[src/hw/rtl/ddo_pkg.sv]
// shared types, constants and the cordic arctangent table for the odometry block
// no dependencies; used by ddo_ctrl, ddo_datapath and diff_drive_odometry_core
package ddo_pkg;

  localparam int CFG_IDX_W  = 1;
  localparam int ATAN_IDX_W = 5;
  localparam int MUL_OP_W   = 4;

  typedef enum logic [0:0] {
    OP_SAMPLE = 1'b0,
    OP_LOAD   = 1'b1
  } opcode_t;

  typedef enum logic [CFG_IDX_W-1:0] {
    CFG_DIST_PER_COUNT = 1'b0,
    CFG_TURN_PER_COUNT = 1'b1
  } cfg_reg_t;

  typedef enum logic [2:0] {
    ST_IDLE,
    ST_PREP,
    ST_ABS,
    ST_CORDIC,
    ST_TRIG,
    ST_MUL,
    ST_COMMIT,
    ST_EMIT
  } state_t;

  // multiply schedule, issued in this order
  typedef enum logic [MUL_OP_W-1:0] {
    MUL_TRAVEL,
    MUL_DH_LO,
    MUL_DH_HI,
    MUL_LIN,
    MUL_ANG_LO,
    MUL_ANG_HI,
    MUL_X_HI,
    MUL_X_LO,
    MUL_Y_HI,
    MUL_Y_LO
  } mul_op_t;

  localparam logic [MUL_OP_W-1:0] NUM_MUL_OPS = 4'd10;

  typedef struct packed {
    logic                  capture;
    logic                  prep;
    logic                  absd;
    logic                  cordic_step;
    logic [ATAN_IDX_W-1:0] cordic_idx;
    logic                  trig;
    logic                  mul_en;
    mul_op_t               mul_op;
    logic                  acc_en;
    mul_op_t               acc_op;
    logic                  commit;
    logic                  out_load;
  } ctl_cmd_t;

  localparam logic [31:0]        DIST_RESET   = 32'd2248817;
  localparam logic [39:0]        TURN_RESET   = 40'd763549741;
  localparam logic signed [32:0] CORDIC_START = 33'sd652032874;

  // atan(2^-i) in 2^-32 turn units
  function automatic logic [29:0] atan_turn(input logic [ATAN_IDX_W-1:0] idx);
    logic [29:0] v;
    case (idx)
      5'd0:    v = 30'd536870912;
      5'd1:    v = 30'd316933406;
      5'd2:    v = 30'd167458907;
      5'd3:    v = 30'd85004756;
      5'd4:    v = 30'd42667331;
      5'd5:    v = 30'd21354465;
      5'd6:    v = 30'd10679838;
      5'd7:    v = 30'd5340245;
      5'd8:    v = 30'd2670163;
      5'd9:    v = 30'd1335087;
      5'd10:   v = 30'd667544;
      5'd11:   v = 30'd333772;
      5'd12:   v = 30'd166886;
      5'd13:   v = 30'd83443;
      5'd14:   v = 30'd41722;
      5'd15:   v = 30'd20861;
      5'd16:   v = 30'd10430;
      5'd17:   v = 30'd5215;
      5'd18:   v = 30'd2608;
      5'd19:   v = 30'd1304;
      5'd20:   v = 30'd652;
      5'd21:   v = 30'd326;
      5'd22:   v = 30'd163;
      5'd23:   v = 30'd81;
      5'd24:   v = 30'd41;
      5'd25:   v = 30'd20;
      5'd26:   v = 30'd10;
      5'd27:   v = 30'd5;
      5'd28:   v = 30'd3;
      5'd29:   v = 30'd1;
      5'd30:   v = 30'd1;
      default: v = 30'd0;
    endcase
    return v;
  endfunction

endpackage

[src/hw/rtl/ddo_ctrl.sv]
// sequencer for the odometry datapath: handshakes, cordic step count, multiply schedule
// depends on ddo_pkg
module ddo_ctrl #(
  parameter int CORDIC_STEPS = 24
) (
  input  logic              clk,
  input  logic              rst_n,
  input  logic              in_valid,
  input  logic              in_opcode,
  output logic              in_stall,
  input  logic              out_stall,
  output logic              out_valid,
  output ddo_pkg::ctl_cmd_t cmd
);
  import ddo_pkg::*;

  localparam int STEP_W = $clog2(CORDIC_STEPS);
  localparam logic [STEP_W-1:0] LAST_STEP = STEP_W'(CORDIC_STEPS - 1);

  state_t                state_r, state_nxt;
  logic [STEP_W-1:0]     step_cnt_r, step_cnt_nxt;
  logic [MUL_OP_W-1:0]   op_cnt_r, op_cnt_nxt;
  logic                  out_valid_r, out_valid_nxt;
  logic                  accept;
  logic                  out_free;

  assign accept   = in_valid && (state_r == ST_IDLE);
  assign out_free = !out_valid_r || !out_stall;
  assign in_stall = (state_r != ST_IDLE);
  assign out_valid = out_valid_r;

  always_comb begin
    state_nxt = state_r;
    unique case (state_r)
      ST_IDLE: begin
        if (accept) begin
          state_nxt = (in_opcode == OP_LOAD) ? ST_COMMIT : ST_PREP;
        end
      end
      ST_PREP:   state_nxt = ST_ABS;
      ST_ABS:    state_nxt = ST_CORDIC;
      ST_CORDIC: begin
        if (step_cnt_r == LAST_STEP) begin
          state_nxt = ST_TRIG;
        end
      end
      ST_TRIG:   state_nxt = ST_MUL;
      ST_MUL: begin
        if (op_cnt_r == NUM_MUL_OPS) begin
          state_nxt = ST_COMMIT;
        end
      end
      ST_COMMIT: state_nxt = ST_EMIT;
      ST_EMIT: begin
        if (out_free) begin
          state_nxt = ST_IDLE;
        end
      end
      default:   state_nxt = ST_IDLE;
    endcase
  end

  always_comb begin
    cmd             = '0;
    cmd.mul_op      = MUL_TRAVEL;
    cmd.acc_op      = MUL_TRAVEL;
    cmd.capture     = accept;
    cmd.cordic_idx  = ATAN_IDX_W'(step_cnt_r);
    step_cnt_nxt    = '0;
    op_cnt_nxt      = '0;
    unique case (state_r)
      ST_IDLE:   ;
      ST_PREP:   cmd.prep = 1'b1;
      ST_ABS:    cmd.absd = 1'b1;
      ST_CORDIC: begin
        cmd.cordic_step = 1'b1;
        step_cnt_nxt    = step_cnt_r + 1'b1;
      end
      ST_TRIG:   cmd.trig = 1'b1;
      ST_MUL: begin
        // issue op n while folding in the product of op n-1
        cmd.mul_en = (op_cnt_r < NUM_MUL_OPS);
        cmd.mul_op = mul_op_t'(op_cnt_r);
        cmd.acc_en = (op_cnt_r != '0);
        cmd.acc_op = mul_op_t'(op_cnt_r - 1'b1);
        op_cnt_nxt = op_cnt_r + 1'b1;
      end
      ST_COMMIT: cmd.commit = 1'b1;
      ST_EMIT:   cmd.out_load = out_free;
      default:   ;
    endcase
  end

  always_comb begin
    out_valid_nxt = out_valid_r;
    if (cmd.out_load) begin
      out_valid_nxt = 1'b1;
    end else if (out_valid_r && !out_stall) begin
      out_valid_nxt = 1'b0;
    end
  end

  always_ff @(posedge clk) begin
    if (!rst_n) begin
      state_r     <= ST_IDLE;
      step_cnt_r  <= '0;
      op_cnt_r    <= '0;
      out_valid_r <= 1'b0;
    end else begin
      state_r     <= state_nxt;
      step_cnt_r  <= step_cnt_nxt;
      op_cnt_r    <= op_cnt_nxt;
      out_valid_r <= out_valid_nxt;
    end
  end

endmodule

[config.mk]
export PLATFORM = sky130hd
export DESIGN_NAME = ddo_ctrl
export DESIGN_NICKNAME = d
export VERILOG_FILES = /design/src/hw/rtl/ddo_pkg.sv /design/src/hw/rtl/ddo_ctrl.sv
export SDC_FILE = /design/constraint.sdc
export NUM_CORES = 1
export LEC_CHECK = 0
export ABC_AREA = 1
export BUFFER_PORTS_ARGS = -buffer_cell sky130_fd_sc_hd__buf_2
export CAP_MARGIN = 20
export CORE_MARGIN = 2
export CORE_UTILIZATION = 30
export DETAILED_ROUTE_END_ITERATION = 6
export PLACE_DENSITY = 0.6
export REMOVE_ABC_BUFFERS = 1
export SYNTH_ARGS = -nofsm -noshare
export SYNTH_HDL_FRONTEND = slang
export SYNTH_SLANG_ARGS = --single-unit
export TNS_END_PERCENT = 20
[constraint.sdc]
create_clock -name clk -period 1.2 [get_ports clk]
set_input_delay 0.12 -clock clk [delete_from_list [all_inputs] [get_ports clk]]
set_output_delay 0.12 -clock clk [all_outputs]
set_load 0.01 [all_outputs]
==> out/metrics.csv, run 1 <==
metric,value,unit
cts_sinks,13,
drcViolationCount,0,
vias,960,
reg2reg_depth,9,
min_to,state_r[1],
clock_latency,270,ps
required,1080,ps
fin_worst_skew,3.99,ps
grt_max_degree,8,
syn_inst,127,
grt_usage,13.9,%
syn_area_per_cell,6.59,µm²
worst_path_max_delay_cell,dfxtp_4,
ys_seq_elements,13,
grt_pass1_vias,946,
rsz0062_at_grt,true,
synth_area,837,µm²
instances_no_fill,211,
violations,setup timing,
fin_nets,195,
cp_top_family,flip-flops,
use_met2,25.9,%
arrival,1310,ps
dp_cells,204,
hold_violations,0,
yosys_warnings,0,
io_pins,29,
use_met1,15.9,%
start_util,30.9,%
critPathLaunchType,flop,
cp_num_buf_inv,2,
firstDrtPassIters,4,
hp-class,in -> reg,
fin_crit,1430,ps
routed_wl,2190,µm
cts_tree,done,
dp_hpwl,1640,µm
grt_pass1_wl,3680,µm
timing.rr.end,state_r[0],
setup-violations-final,21,
whs,108,ps
whs_path_depth,3,
dieArea,0.00323,mm²
status,finished with violations,
path_max_fanout,4,
ant_nets,0,
ys_types,19,
critical_path_class,reg -> out,
worstSetupEndpointType,output port,
slew_headroom,84.6,%
fmax,0.699,GHz
cts-root-buf,clkbuf_4,
fp-row-count,19,
antenna_found_initial,0,
clk_path_buf_depth,2,
ys_seq_area_share,31.1,%
p_leak,0.713,nW
drive_gt1_share,52.2,%
cap_violations,0,
path_clk_slew,80,ps
initialDrtViolationCount,12,
slew_viol_final,0,
max_stage_delay,380,ps
io_buffer_count,28,
utilization,49.5,%
min_from,rst_n,
globalRouteOverflowTotal,0,
setup_ws,-230,ps
tightest_slew,229,ps
htreeDepth,1,
power,2.17,mW
die_y,56.8,µm
met3_usage,2.30,%
finalCritPeriodShare,119,%
reg2reg_from,state_r[0],
cts_made_buffers,3,
r2r_setup_slack,-220,ps
p_per_area,1620,mW/mm²
n_antenna_cell,0,
syn_to_final_growth,60.4,%
wl_per_cell,10.4,µm
ir_drop,0.960,mV
core_area,0.00271,mm²
grt-busiest-layer,met2,
die_x,56.8,µm
via_per_inst,4.55,
routabilityCongestion,0.796,
crit_chain,ha_2 -> nand2_1 -> buf_4 -> a21oi_1 -> buf_2,
synthesized netlist by cell type:
| cell type | number | area (µm²) |
|---|---|---|
| nor2_1 | 25 | 93.8 |
| buf_4 | 2 | 15.0 |
| or2_2 | 1 | 6.26 |
| o21bai_1 | 2 | 15.0 |
| nor3_1 | 3 | 15.0 |
| o21ai_0 | 1 | 5.00 |
| nand3_1 | 9 | 45.0 |
| ha_1 | 9 | 113 |
| inv_2 | 1 | 3.75 |
| inv_1 | 21 | 78.8 |
| clkbuf_1 | 1 | 3.75 |
| a21boi_0 | 1 | 7.51 |
| nor3b_1 | 1 | 7.51 |
| o21ai_2 | 1 | 8.76 |
| nand2_1 | 24 | 90.1 |
| a21oi_1 | 9 | 45.0 |
| a31oi_1 | 1 | 6.26 |
| dfxtp_1 | 13 | 260 |
| xnor2_1 | 2 | 17.5 |
area by class of cell:
cell class	instances	area, µm²
inverter	22	85.1
clock buffer	4	26.3
multi-input combinational	89	594
fill	292	1370
sequential	13	273
timing repair buffer	52	325
tap	31	38.8
where the power goes:
| part | internal, mW | switching (mW) | leakage, nW | total (mW) |
|---|---|---|---|---|
| Sequential | 0.505 | 0.0926 | 0.109 | 0.598 |
| Combinational | 0.589 | 0.713 | 0.589 | 1.30 |
| Clock | 0.129 | 0.144 | 0.0150 | 0.273 |
| Total | 1.22 | 0.950 | 0.713 | 2.17 |
worst min-delay path: cells and delay by family:
kind	cells	cell delay, ps
AND/OR/NAND/NOR	2	110
buffers and inverters	1	130
sequential cells by signal, summed over array words and instances (netlist names):
signal and count:
op_cnt_r 4, out_valid 1, state_r 3, step_cnt_r 5
layout by cell type, fill, tap and decap left out, drive strengths merged:
cell type   n
a21boi      1
a21oi       9
a31oi       1
buf        52
clkbuf      4
dfxtp      13
ha          9
inv        22
nand2      24
nand3       9
nor2       25
nor3        3
nor3b       1
o21ai       2
o21bai      2
or2         1
xnor2       2
routing by layer:
metal,part of all wire (%),up-vias
li1,-,500
met1,40,434
met2,54,22
met3,4.2,4
met4,1.5,0
met5,0,-
timing repair:
item / in CTS / in global routing
buffers inserted: 2 / 0
hold buffers: 0 / 0
pin swaps: 5 / 9
setup endpoints to repair: 27 / 27
cloned: 1 / 0
gates resized for setup: 26 / 21
logic make-up after synthesis:
kind of cell / count (synthesis) / synth area share, %
AO/OA/AOI/OAI: 15 / 10.5
XOR/XNOR: 2 / 2.09
adder cells (fa/ha/maj): 9 / 13.5
buffers and inverters: 25 / 12.1
flip-flops: 13 / 31.1
AND/OR/NAND/NOR: 63 / 30.8
worst max-delay path by stage:
| stage | startpoint | to | slack [ps] | cells after the start |
|---|---|---|---|---|
| finish | state_r[0] | cmd[0] | -230 | 5 |
| global route | state_r[0] | state_r[0] | -300 | 9 |
| CTS | state_r[1] | cmd[6] | -260 | 6 |
| detailed placement | state_r[1] | state_r[0] | -230 | 10 |
| global placement | state_r[0] | state_r[0] | -190 | 9 |
| floorplan | state_r[1] | state_r[1] | -250 | 10 |
stage by stage:
step                      setup slack (ps)  area, µm²  setup TNS (ps)
after global routing                  -302       1340           -5520
final                                 -230       1340           -3830
after global placement                -193       1150           -1100
after CTS                             -256       1270           -4030
after detailed placement              -233       1150           -1490
after floorplan                       -245        818            -947
Note: power is estimated with default switching activity, not from simulation.
==> run 2: changes to the inputs <==
SKIP_LAST_GASP = 1   (was default)
==> run 2 against run 1 <==
The flow still finishes with violations (setup timing). Clock skew rose by 2.4 ps. Non-clock buffer count did not move. Clock-buffer cell count did not move. Wire length fell by 2.6%. Register-to-register slack barely moved. Cell count did not move. Cell area fell by 0.65%. Die area did not move. Highest routed layer unchanged.
==> out/metrics.csv, run 2 (synthesis results as in run 1) <==
metric,value,unit,change
status,finished with violations,,
violations,setup timing,,
fmax,0.697,GHz,-0.41%
wl_per_cell,10.1,µm,-2.6%
layout_common_cells,"buf_2, buf_4, nand2_1, nor2_1, inv_1",,
grt_pass1_vias,927,,-2.0%
tightest_slew,344,ps,+115 ps
required,1080,ps,about the same
cts_tree,done,,
grt_usage,13.7,%,-0.24 points
p_per_area,1650,mW/mm²,+2.2%
instances_no_fill,211,,unchanged
globalRouteOverflowTotal,0,,unchanged
cts_made_buffers,3,,unchanged
firstDrtPassIters,4,,unchanged
clock_latency,270,ps,about the same
met3_usage,2.30,%,unchanged
crit_chain,ha_2 -> nand2_1 -> buf_4 -> a21oi_1 -> buf_2,,
routed_wl,2130,µm,-2.6%
antenna_found_initial,0,,unchanged
ant_nets,0,,unchanged
critPathLaunchType,flop,,
setup-violations-final,23,,+9.5%
rsz0062_at_grt,true,,
finalCritPeriodShare,120,%,+0.50 points
vias,950,,-1.0%
path_clk_slew,90,ps,about the same
placed_area,0.00115,mm²,unchanged
routabilityCongestion,0.796,,unchanged
p_leak,0.720,nW,+0.98%
hold_violations,0,,unchanged
slew_headroom,76.8,%,-7.8 points
setup_ws,-236,ps,-5.95 ps
worstSetupEndpointType,output port,,
fin_nets,195,,unchanged
hp-class,in -> reg,,
fin_worst_skew,6.35,ps,+2.35 ps
io_pins,29,,unchanged
top_register,step_cnt_r,,
grt_pass1_wl,3620,µm,-1.9%
fp-row-count,19,,unchanged
use_met1,15.5,%,-0.42 points
via_per_inst,4.50,,-1.0%
dp_hpwl,1640,µm,unchanged
final_area,0.00133,mm²,-0.65%
die_y,56.8,µm,unchanged
io_buffer_count,28,,unchanged
worst_path_max_delay_cell,dfxtp_2,,
cts-root-buf,clkbuf_4,,
clk_path_buf_depth,2,,unchanged
syn_to_final_growth,59.3,%,
max_stage_delay,370,ps,about the same
largest_register_ffs,5,,unchanged
start_util,30.9,%,unchanged
path_max_fanout,3,,-1
cap_violations,0,,unchanged
cts_sinks,13,,unchanged
critical_path_class,reg -> out,,
ir_drop,0.994,mV,+3.6%
grt-busiest-layer,met2,,
drcViolationCount,0,,unchanged
top_regs,"step_cnt_r: 5 flops, op_cnt_r: 4 flops, state_r: 3 flops",,
cp_num_buf_inv,2,,unchanged
dieArea,0.00323,mm²,unchanged
drive_gt1_share,49.4,%,-2.8 points
initialDrtViolationCount,21,,+9
layout_commonest_cell,buf_2,,
grt_max_degree,8,,unchanged
arrival,1320,ps,about the same
cp_top_family,flip-flops,,
core_area,0.00271,mm²,unchanged
dp_cells,204,,unchanged
die_x,56.8,µm,unchanged
htreeDepth,1,,unchanged
n_antenna_cell,0,,unchanged
fin_crit,1440,ps,+5.95 ps
use_met2,25.9,%,unchanged
slew_viol_final,0,,unchanged
[run 2: cell counts in the layout (fill, tap and decap cells not counted)]
Identical to the previous run, type by type.
[run 2: per-stage QoR]
step	hold slack (ps)	power, mW	TNS, ps	setup WS, ps	utilization [%]
global route	97.5	2.42	-6340	-328	49.2
global placement	398	1.58	-1100	-193	42.6
detailed placement	400	1.61	-1490	-233	42.6
floorplan	246	1.18	-947	-245	-
CTS	91.4	2.00	-4480	-266	46.3
finish	95.5	2.21	-4060	-236	49.2
[run 2: report_power, final]
part           internal (mW)  switching [mW]  total (mW)  leakage [nW]
registers              0.501          0.0845       0.585         0.108
logic                  0.610           0.737        1.35         0.597
clock network          0.129           0.145       0.273        0.0150
[run 2: final cells by class]
cell class	instances	area (µm²)
sequential	13	269
timing repair buffer	52	325
multi-input combinational	89	589
clock buffer	4	26.3
tap	31	38.8
inverter	22	85.1
fill	297	1380
[run 2: tightest hold or removal path, stage by stage]
cell and delay (ps):
buf_2 120, nand2_1 60, nor2_1 40
[run 2: timing repair]
item                       in CTS  in global routing
resized for setup              17                 25
setup endpoints to repair      27                 27
hold endpoints to repair        0                  0
hold buffers                    0                  0
cloned                          1                  0
pin swaps                       3                 10
buffers inserted                2                  0
[run 2: routing by layer]
| metal | vias to the layer above | share of wire (%) |
|---|---|---|
| met5 | - | 0 |
| met4 | 0 | 1.4 |
| met2 | 24 | 54 |
| met1 | 424 | 40 |
| li1 | 498 | - |
| met3 | 4 | 4.8 |
[run 2: worst paths after layout]
| path | startpoint | end | slack [ps] | depth (start not counted) |
|---|---|---|---|---|
| max | state_r[1] | cmd[0] | -240 | 5 |
| min | rst_n | state_r[1] | 100 | 3 |
| max reg2reg | state_r[0] | state_r[0] | -230 | 9 |
| min reg2reg | step_cnt_r[4] | step_cnt_r[4] | 500 | 2 |
